==> src/rtl/sli_pkg.sv <==
// Shared types and codes for the sorted list block.
// Holds the item structs, operation and status codes, and the cell status struct.
// No dependencies.
`default_nettype none

package sli_pkg;

    localparam logic [1:0] OP_INSERT = 2'd0;
    localparam logic [1:0] OP_DELETE = 2'd1;
    localparam logic [1:0] OP_READ   = 2'd2;

    localparam logic [2:0] ST_INSERTED  = 3'd0;
    localparam logic [2:0] ST_FULL      = 3'd1;
    localparam logic [2:0] ST_DELETED   = 3'd2;
    localparam logic [2:0] ST_NOT_FOUND = 3'd3;
    localparam logic [2:0] ST_EMPTY     = 3'd4;
    localparam logic [2:0] ST_READ_OK   = 3'd5;
    localparam logic [2:0] ST_RANGE     = 3'd6;

    typedef struct packed {
        logic [1:0]         operation;
        logic signed [31:0] value;
        logic [3:0]         position;
    } sli_in_t;

    typedef struct packed {
        logic [2:0]         status;
        logic [4:0]         entry_count;
        logic [3:0]         affected_position;
        logic signed [31:0] read_value;
    } sli_out_t;

    typedef struct packed {
        logic insert_en;
        logic delete_en;
    } sli_ctrl_t;

    typedef struct packed {
        logic le;
        logic eq;
        logic ins_at;
        logic hit;
        logic rd_hit;
    } sli_stat_t;

endpackage

`default_nettype wire

==> src/rtl/sorted_list_insert_delete_top.sv <==
// Sorted list top level: the chain of entry cells, count register and
// output register. Depends on sli_pkg and sli_cell.
//
// Usage: items arrive on the s_ channel (operation, value, position) and one
// result item per input item leaves on the m_ channel, both valid/ready.
// An insert places the value after all entries less than or equal to it; a
// delete removes the lowest-position equal entry and closes the gap; a read
// returns the entry at the given position. Every cell compares its entry with
// the value in parallel and shifts in the same cycle, so the result is valid in
// the cycle after acceptance, held in the one output register, and one item can
// be accepted every cycle while the receiver keeps m_ready high.
// When the receiver stalls, the result waits in the output register and s_ready
// drops until it is taken, then the next item is accepted in that same cycle.
// Reset (aresetn low, synchronous) empties the list and drops any pending
// result; entry contents are not cleared and are never read above the count.
`default_nettype none

module sorted_list_insert_delete_top
    import sli_pkg::*;
#(
    parameter int CAPACITY = 16
) (
    input  wire logic     aclk,
    input  wire logic     aresetn,
    input  wire logic     s_valid,
    output logic          s_ready,
    input  wire sli_in_t  s_data,
    output logic          m_valid,
    input  wire logic     m_ready,
    output sli_out_t      m_data
);

    localparam int CNT_W = $clog2(CAPACITY + 1);

    logic signed [31:0] entry_w [CAPACITY];
    sli_stat_t          stat_w  [CAPACITY];
    logic [CAPACITY-1:0] ins_vec;
    logic [CAPACITY-1:0] hit_vec;

    logic [CNT_W-1:0] count_reg;
    logic [CNT_W-1:0] count_next;
    logic             m_valid_reg;
    sli_out_t         m_data_reg;
    sli_out_t         m_data_next;

    logic             accept;
    logic             full;
    logic             found;
    logic [3:0]       ins_pos;
    logic [3:0]       hit_pos;
    logic             read_ok;
    logic signed [31:0] read_data;
    sli_ctrl_t        ctrl;

    localparam sli_stat_t HEAD_STAT = '{le: 1'b1, eq: 1'b0, ins_at: 1'b0,
                                        hit: 1'b0, rd_hit: 1'b0};

    assign s_ready = !m_valid_reg || m_ready;
    assign accept  = s_valid && s_ready;
    assign full    = count_reg == CNT_W'(CAPACITY);

    genvar g;
    generate
        for (g = 0; g < CAPACITY; g++) begin : g_cell
            logic signed [31:0] left_entry;
            sli_stat_t          left_stat;
            logic signed [31:0] right_entry;

            if (g == 0) begin : g_head
                assign left_entry = s_data.value;
                assign left_stat  = HEAD_STAT;
            end else begin : g_mid
                assign left_entry = entry_w[g-1];
                assign left_stat  = stat_w[g-1];
            end

            if (g == CAPACITY - 1) begin : g_tail
                assign right_entry = entry_w[g];
            end else begin : g_body
                assign right_entry = entry_w[g+1];
            end

            sli_cell #(
                .INDEX (g),
                .CNT_W (CNT_W)
            ) u_cell (
                .aclk        (aclk),
                .ctrl        (ctrl),
                .value       (s_data.value),
                .position    (s_data.position),
                .count       (count_reg),
                .left_entry  (left_entry),
                .left_stat   (left_stat),
                .right_entry (right_entry),
                .entry       (entry_w[g]),
                .stat        (stat_w[g])
            );

            assign ins_vec[g] = stat_w[g].ins_at;
            assign hit_vec[g] = stat_w[g].hit;
        end
    endgenerate

    always_comb begin
        ins_pos   = '0;
        hit_pos   = '0;
        read_ok   = 1'b0;
        read_data = '0;
        for (int i = 0; i < CAPACITY; i++) begin
            ins_pos   = ins_pos | (stat_w[i].ins_at ? 4'(i) : 4'd0);
            hit_pos   = hit_pos | (stat_w[i].hit ? 4'(i) : 4'd0);
            read_ok   = read_ok | stat_w[i].rd_hit;
            read_data = read_data | (stat_w[i].rd_hit ? entry_w[i] : 32'sd0);
        end
        found = |hit_vec;
    end

    always_comb begin
        ctrl.insert_en = 1'b0;
        ctrl.delete_en = 1'b0;
        count_next     = count_reg;
        m_data_next.status            = ST_RANGE;
        m_data_next.affected_position = '0;
        m_data_next.read_value        = '0;
        unique case (s_data.operation)
            OP_INSERT: begin
                if (full) begin
                    m_data_next.status = ST_FULL;
                end else begin
                    ctrl.insert_en                = accept;
                    count_next                    = count_reg + CNT_W'(1);
                    m_data_next.status            = ST_INSERTED;
                    m_data_next.affected_position = ins_pos;
                end
            end
            OP_DELETE: begin
                if (count_reg == '0) begin
                    m_data_next.status = ST_EMPTY;
                end else if (!found) begin
                    m_data_next.status = ST_NOT_FOUND;
                end else begin
                    ctrl.delete_en                = accept;
                    count_next                    = count_reg - CNT_W'(1);
                    m_data_next.status            = ST_DELETED;
                    m_data_next.affected_position = hit_pos;
                end
            end
            default: begin
                m_data_next.affected_position = s_data.position;
                if (read_ok) begin
                    m_data_next.status     = ST_READ_OK;
                    m_data_next.read_value = read_data;
                end
            end
        endcase
        m_data_next.entry_count = 5'(count_next);
    end

    always_ff @(posedge aclk) begin
        if (!aresetn) begin
            count_reg   <= '0;
            m_valid_reg <= 1'b0;
        end else begin
            if (accept) begin
                count_reg   <= count_next;
                m_valid_reg <= 1'b1;
            end else if (m_ready) begin
                m_valid_reg <= 1'b0;
            end
        end
        if (accept) begin
            m_data_reg <= m_data_next;
        end
    end

    assign m_valid = m_valid_reg;
    assign m_data  = m_data_reg;

    assert property (@(posedge aclk) disable iff (!aresetn)
        count_reg <= CNT_W'(CAPACITY))
        else $error("entry count exceeds capacity");

    assert property (@(posedge aclk) disable iff (!aresetn)
        $onehot0(ins_vec) && $onehot0(hit_vec))
        else $error("more than one insert or delete position selected");

    assert property (@(posedge aclk) disable iff (!aresetn)
        (count_reg != CNT_W'(CAPACITY)) |-> $onehot(ins_vec))
        else $error("no unique insert position below capacity");

    assert property (@(posedge aclk) disable iff (!aresetn)
        m_valid_reg |-> (m_data_reg.entry_count == 5'(count_reg)))
        else $error("reported count differs from stored count");

    assert property (@(posedge aclk) disable iff (!aresetn)
        (accept && s_data.operation == OP_DELETE && found && count_reg != '0)
        |=> (count_reg == $past(count_reg) - CNT_W'(1)))
        else $error("delete did not reduce the count");

endmodule

`default_nettype wire

==> src/rtl/sli_cell.sv <==
// One storage cell of the sorted list chain: holds one entry and compares it
// with the broadcast value, shifting from its left or right neighbor.
// Depends on sli_pkg.
`default_nettype none

module sli_cell
    import sli_pkg::*;
#(
    parameter int INDEX = 0,
    parameter int CNT_W = 5
) (
    input  wire logic               aclk,
    input  wire sli_ctrl_t          ctrl,
    input  wire logic signed [31:0] value,
    input  wire logic [3:0]         position,
    input  wire logic [CNT_W-1:0]   count,
    input  wire logic signed [31:0] left_entry,
    input  wire sli_stat_t          left_stat,
    input  wire logic signed [31:0] right_entry,
    output logic signed [31:0]      entry,
    output sli_stat_t               stat
);

    logic signed [31:0] entry_reg;
    logic signed [31:0] entry_next;
    logic               below;
    logic               ge;

    always_comb begin
        below       = count > CNT_W'(INDEX);
        stat.le     = below && (entry_reg <= value);
        stat.eq     = below && (entry_reg == value);
        stat.ins_at = !stat.le && left_stat.le;
        stat.hit    = stat.eq && !left_stat.eq;
        stat.rd_hit = below && (32'(position) == INDEX);
        ge          = below && !(stat.le && !stat.eq);

        entry_next = entry_reg;
        if (ctrl.insert_en) begin
            if (stat.ins_at) begin
                entry_next = value;
            end else if (!stat.le) begin
                entry_next = left_entry;
            end
        end else if (ctrl.delete_en && ge) begin
            entry_next = right_entry;
        end
    end

    always_ff @(posedge aclk) begin
        entry_reg <= entry_next;
    end

    assign entry = entry_reg;

endmodule

`default_nettype wire

==> config.mk <==
export PLATFORM = sky130hd
export DESIGN_NAME = sorted_list_insert_delete_top
export DESIGN_NICKNAME = d
export VERILOG_FILES = /design/src/rtl/sli_pkg.sv /design/src/rtl/sorted_list_insert_delete_top.sv /design/src/rtl/sli_cell.sv
export SDC_FILE = /design/constraint.sdc
export NUM_CORES = 2
export LEC_CHECK = 0
export ABC_AREA = 0
export BUFFER_PORTS_ARGS = -buffer_cell sky130_fd_sc_hd__buf_2
export CORE_MARGIN = 5
export CORE_UTILIZATION = 25
export CTS_CLUSTER_SIZE = 10
export DETAILED_ROUTE_END_ITERATION = 16
export HOLD_SLACK_MARGIN = 0.15
export MAX_ROUTING_LAYER = met4
export PLACE_DENSITY = 0.45
export SYNTH_ARGS = -nofsm -noshare
export SYNTH_HDL_FRONTEND = slang
export SYNTH_SLANG_ARGS = --single-unit
==> constraint.sdc <==
create_clock -name aclk -period 5.5 [get_ports aclk]
set_input_delay 0.55 -clock aclk [delete_from_list [all_inputs] [get_ports aclk]]
set_output_delay 0.55 -clock aclk [all_outputs]
set_load 0.005 [all_outputs]
Word-level counts from Yosys, hierarchy flattened
Index checks and enable logic that the tools add are counted.

Register bits: 562. Input port bits: 42. Output and inout port bits: 46. Word-level logic and storage cells: 499.

Add/sub/neg operators: 2. $lt $le $gt $ge: 32. Equality and inequality tests: 49. Muxes and demuxes: 127. Bitwise gates (word level): 59. Reduce and logical (&&, ||, !) cells: 208.

Operators by type and width (number): two-way mux 32 bit (77); equality test 32 bit (16); <= comparator 32 bit (16); OR 32 bit (15); logical AND 1 bit (124); two-way mux 4 bit (19); OR 4 bit (14); zero test 1 bit (46); != test 3 bit (second input constant) (14); greater-than comparator 5 x 4 -> 1 bit (second input constant) (8); equality test 4 bit (second input constant) (8); AND reduction 2 bit (16); nonzero test 2 bit (16); two-way mux 3 bit (9); greater-than comparator 5 x 3 -> 1 bit (second input constant) (4); OR 3 bit (6); equality test 4 x 3 -> 1 bit (second input constant) (4); OR reduction 16 bit (1); two-way mux 5 bit (3); OR 1 bit (15); two-way mux 1 bit (11); greater-than comparator 5 x 1 -> 1 bit (second input constant) (2); greater-than comparator 5 x 2 -> 1 bit (second input constant) (2); two-way mux 2 bit (5); other kinds (20) (26).

Longest topological paths before layout
Word-level depth: 22. Mapped depth: 15. Mapped depth without buffers: 12.

Hierarchy
From an unflattened synthesis, not the netlist that was laid out.

Cells, all modules: 5871. Area, all modules: 53267.3 µm².

Modules (own cells, without submodules): sli_cell at g_cell[13].u_cell ... (times used 2, cells each 354, area an instance 3165.5 µm², seq. area each 960.9 µm²); sorted_list_insert_delete_top (times used 1, cells each 554, area an instance 5009.8 µm², seq. area each 1441.4 µm²); sli_cell at g_cell[2].u_cell (times used 1, cells each 355, area an instance 3220.6 µm², seq. area each 960.9 µm²); sli_cell at g_cell[5].u_cell (times used 1, cells each 354, area an instance 3170.5 µm², seq. area each 960.9 µm²); sli_cell at g_cell[9].u_cell (times used 1, cells each 355, area an instance 3166.8 µm², seq. area each 960.9 µm²); sli_cell at g_cell[11].u_cell (times used 1, cells each 354, area an instance 3164.3 µm², seq. area each 960.9 µm²); sli_cell at g_cell[1].u_cell (times used 1, cells each 354, area an instance 3155.5 µm², seq. area each 960.9 µm²); sli_cell at g_cell[10].u_cell (times used 1, cells each 322, area an instance 3039.2 µm², seq. area each 960.9 µm²); sli_cell at g_cell[8].u_cell (times used 1, cells each 322, area an instance 3035.4 µm², seq. area each 960.9 µm²); sli_cell at g_cell[4].u_cell (times used 1, cells each 322, area an instance 2972.9 µm², seq. area each 960.9 µm²); sli_cell at g_cell[12].u_cell (times used 1, cells each 322, area an instance 2970.3 µm², seq. area each 960.9 µm²); sli_cell at g_cell[6].u_cell (times used 1, cells each 321, area an instance 2966.6 µm², seq. area each 960.9 µm²); sli_cell at g_cell[15].u_cell (times used 1, cells each 315, area an instance 2950.3 µm², seq. area each 960.9 µm²); sli_cell at g_cell[14].u_cell (times used 1, cells each 321, area an instance 2762.6 µm², seq. area each 960.9 µm²); 2 more rows.

Least setup slack after synthesis
No wires, ideal clock.

Path kind: input -> register. Start: in s_data[35] in the netlist's numbering. End: reg g_cell[10].u_cell.entry_reg[0], enable pin. Library setup time: 466 ps. Arrival: 5386 ps. Required time: 5034 ps. Slack: -352 ps. Stages: 10. Buffers on the path: 2. Cells stage by stage: clkbuf_1 clkinv_1 ha_1 nand4_1 or3_1 o211ai_1 a2111oi_0 or3_1 clkbuf_1 o21ai_0.

Longest elaborated chain between the ends: 11. Elaborated cells on any way between the ends: 79. Those cells by class: order compare: 2; eq/ne: 17; mux: 3; reduce/logical: 57.

Ends and longest elaborated chain: start, declared (RTL line sorted_list_insert_delete_top.sv:27) `input wire sli_in_t s_data,`; equality test 32 bit (RTL line sli_cell.sv:32) `stat.eq = below && (entry_reg == value);`; logical AND 1 bit (RTL line sli_cell.sv:32); zero test 1 bit, on equally long branches (RTL line sli_cell.sv:34, sli_cell.sv:36); logical AND 1 bit (RTL line sli_cell.sv:34) `stat.hit = stat.eq && !left_stat.eq;`; OR reduction 16 bit (RTL line sorted_list_insert_delete_top.sv:115) `found = |hit_vec;`; two-way mux 1 bit (RTL line sorted_list_insert_delete_top.sv:139) `end else if (!found) begin`; two-way mux 1 bit (RTL line sorted_list_insert_delete_top.sv:137) `if (count_reg == '0) begin`; two-way mux 1 bit (RTL line sorted_list_insert_delete_top.sv:125) `unique case (s_data.operation)`; logical AND 1 bit (RTL line sli_cell.sv:45) `end else if (ctrl.delete_en && ge) begin`; nonzero test 2 bit (no source line); AND reduction 2 bit (no source line) *; end signal, assigned (RTL line sli_cell.sv:51) `entry_reg <= entry_next;`; end, declared (RTL line sli_cell.sv:24) `logic signed [31:0] entry_reg;`.

Mark *: on every way between the ends. The rest lies on a longest branch, timed or not. A chain may end at the register's enable or synchronous reset.

Final worst setup path
Start: in s_data[19] in the netlist's numbering. End: reg g_cell[7].u_cell.entry_reg[6] (data pin).

Longest elaborated chain between the ends: 6. Elaborated cells on any way between the ends: 8. Those cells by class: order compare: 2; mux: 2; reduce/logical: 4.

Ends and longest elaborated chain: <= comparator 32 bit (RTL line sli_cell.sv:31) `stat.le = below && (entry_reg <= value);`; logical AND 1 bit (RTL line sli_cell.sv:31); zero test 1 bit (RTL line sli_cell.sv:33) `stat.ins_at = !stat.le && left_stat.le;`; logical AND 1 bit * (RTL line sli_cell.sv:33); two-way mux 32 bit * (RTL line sli_cell.sv:40) `if (stat.ins_at) begin`; two-way mux 32 bit * (RTL line sli_cell.sv:39) `if (ctrl.insert_en) begin`; named net g_cell[7].u_cell.entry_next[6] (RTL line sli_cell.sv:25) `logic signed [31:0] entry_next;`; end signal, assigned (RTL line sli_cell.sv:51); end, declared (RTL line sli_cell.sv:24).

Mark *: on every way through the listed nets, which the timed path passes. The rest lies on a longest branch.

==> key figures <==
Run status
  • Status: finished clean

Floorplanning
  • IO Count: 88
  • # rows: approximately 150
  • Die area: between 0.15 and 0.2 sq mm
  • Core box area: roughly 0.17 sq mm
  • Initial core utilization: 25.1%
  • Die Y-Extent: 422 microns
  • Die width: between 400 and 500 microns

Clocking
  • CTS tree: built
  • Setup Buffers After CTS: 0
  • Sink Count: between 500 and 600
  • Insertion delay to the later sink of the worst-skew pair: around 730 ps
  • TritonCTS buffer count: 74
  • Max Root-Sink Buffers: 3
  • Clock root buffer: clkbuf_16
  • Clock slew at reported path FFs: around 60 ps
  • H-tree depth: 3
  • CTS Hold Bufs: 3
  • Post-CTS Resized: 0

Logic synthesis
  • Synth top area cells: edfxtp_1, ha_1, o21ai_0, nand2_1, mux2i_1
  • Synthesized instance count: approximately 4600
  • Post-synthesis sequential area ratio: 39.6%
  • EDFF count, synth: between 500 and 600
  • Yosys top cell by area: edfxtp_1
  • Cell variety after synth: slightly above 80
  • Top-area cell type share of the netlist area: 39.3%
  • Async SR Flop Fraction: 0%
  • Yosys reg bits: ~560
  • Main synth FF type: edfxtp_1
  • Cell Area, Synth: between 0.04 and 0.05 sq mm
  • Synthesized area per cell: 9.22 sq um
  • YS warnings: 0
  • Post-Syn Nets: between 5000 and 6000

Cells and area
  • Share of layout cells above drive strength 1: 9.54%
  • Fill cell count: roughly 18000
  • Post-Layout Cell Count: ~7000
  • Largest register FFs: 512
  • Finished Core Util: roughly 30%
  • Synth-to-layout area growth: 16.6%
  • Nets: roughly 5300

Placement
  • Post-DP HPWL: ~160 mm
  • PortBufs: a little under 90
  • Routability Congestion: roughly 0.97
  • Dpl cells: approximately 7000

Power
  • Peak VDD IR: 0.000239 V
  • Logic pwr share: roughly 22%
  • Internal power: 8.57 mW
  • Clock power frac: between 30% and 40%
  • Sw Share: between 30% and 40%
  • Pwr Density: approximately 260 mW/mm^2
  • Sw Pwr: ~4.3 mW
  • Flop pwr share: between 40% and 50%
  • Tot Pwr: between 10 and 15 mW
  • Leakage: between 15 and 20 nW

Setup path
  • CP max FO: 31
  • Setup Crit Path Kind: primary input to flip-flop
  • Crit-path max cell delay: roughly 630 ps
  • CP arrival: slightly below 5000 ps
  • CP delay by family, top: compound AO/OA/AOI/OAI gates
  • Worst path slowest cell: nor3_1
  • Data required, critical path: around 5900 ps
  • Critical path endpoint category: flip-flop
  • Cell Chain, Critical Path: buf_2 -> clkinv_1 -> buf_4 -> ha_1 -> nand4_1 -> nor3_1 -> o21ai_0 -> o211ai_1 -> a21oi_1 -> xor2_1 -> o211ai_1 -> buf_4 -> nor2_1 -> a21oi_1 -> o21ai_0
  • Crit start category: primary input
  • Buf/Inv on CP: 4

STA
  • WHS: approximately 330 ps
  • Slew headroom: 18.6%
  • Final hold violations: 0
  • RSZ-0062 raised after global routing: false
  • Worst-Margin Slew: approximately 1200 ps
  • Setup violators final: 0
  • Fin Clk Skew: approximately 44 ps
  • Final period utilization: 82.5%
  • Max-slew violations: 0
  • Sum Neg Setup Slack: 0 ps
  • Max Freq: between 200 and 250 MHz
  • Post-layout min period: between 4000 and 5000 ps

Routing
  • DRC violations left: 0
  • Mean routed wirelength per cell: just over 30 microns
  • Vias: approximately 40000
  • Drt via density: approximately 5.7
  • Iteration-0 DRC Markers: between 5000 and 6000
  • TritonRoute pass-1 iters: 6
  • Final WL: between 200 and 250 mm
  • Antenna-violating nets left: 0

Global route
  • Gr usage total: about a quarter
  • Pin count of the biggest net entering global routing: 242
  • Initial antenna violation count: 23
  • Grt ovf: 0
  • Vias in the first global route: about 37000
  • Global-route wire length before repair: just under 300 mm

Worst hold path
  • Worst hold path class: primary input to flip-flop

Run
  • Max Cap Viol: 0
==> logic make-up (layout without fill, tap and decap cells) <==
kind of cell	count (synthesis)	after routing	synth area share (%)
AOI/OAI and AO/OA	1516	1516	21.2
xor gates and xnor gates	7	7	0.144
adders and majority gates	518	518	15.3
buffers and inverters	366	514	3.42
DFF	562	562	39.6
muxes	233	233	5.50
other	0	17	0
and+or+nand+nor	1408	1408	14.9
==> power groups by stage <==
stage               combinational (mW)  sequential, mW  clock (mW)
finish                            2.78            5.19        4.86
floorplan                         1.55            5.14           0
global route                      2.98            5.20        5.10
CTS                               2.73            5.18        4.96
detailed placement                2.71            5.27           0
global placement                  2.69            5.27           0
==> per-stage QoR <==
step	area [sq um]	setup slack, ps
final	49600	961
after global routing	49600	763
after CTS	49500	1110
after detailed placement	47200	356
after global placement	47200	300
after floorplan	42500	14.8
==> worst paths after layout <==
check	startpoint	endpoint	slack (ps)	depth (start not counted)
worst max register to register	g_cell[7].u_cell.entry[14]	g_cell[7].u_cell.entry[6]	990	12
worst max-delay path	s_data[19]	g_cell[7].u_cell.entry[6]	960	15
worst min register to register	g_cell[15].u_cell.entry[3]	g_cell[14].u_cell.entry[3]	620	2
worst min-delay path	s_data[36]	m_data[37]	330	2
==> layout by cell type (no fill, tap or decap), drive strengths merged, types with 12 or more instances in the layout <==
cell,netlist,final
nor4,34,34
nor3,53,53
a211o,12,12
and4,18,18
a21o,53,53
o21ai,600,600
o211ai,22,22
nand3,105,105
clkinv,32,56
a22o,16,16
buf,40,298
a22oi,101,101
a31oi,39,39
nand2,709,709
diode,0,17
and3,12,12
edfxtp,556,556
a21oi,455,455
clkbuf,242,97
nor2,277,277
ha,518,518
inv,52,56
a221oi,77,77
a21boi,12,12
nand4,117,117
a211oi,19,19
mux2i,231,231
nor2b,15,15
a222oi,32,32
a221o,22,22
nand2b,15,15
==> metal layers <==
layer	global-route usage [%]	share of wire, %
met5	-	0
met4	7.78	3.5
met3	4.29	9.3
met2	35.0	43
met1	33.3	44
==> layout make-up <==
cell class	count	area, sq um	share of cell area [%]
multi-input cells	3682	24600	49.5
flip-flops and latches	562	16800	33.9
repair buffers	301	2810	5.67
well taps	2218	2780	5.60
clock buffers	97	2000	4.04
inverters	84	317	0.639
clock inverters	32	251	0.507
diodes	17	42.5	0.0858
==> cells in the mapped netlist (all sizes together), types with 34 or more instances <==
| master | count |
|---|---|
| clkbuf | 242 |
| edfxtp | 556 |
| a21oi | 455 |
| nand2 | 709 |
| nand3 | 105 |
| a31oi | 39 |
| nor2 | 277 |
| a221oi | 77 |
| nor4 | 34 |
| a22oi | 101 |
| nand4 | 117 |
| nor3 | 53 |
| buf | 40 |
| inv | 52 |
| a21o | 53 |
| mux2i | 231 |
| o21ai | 600 |
| ha | 518 |
Power figures use the tool's default switching activity.
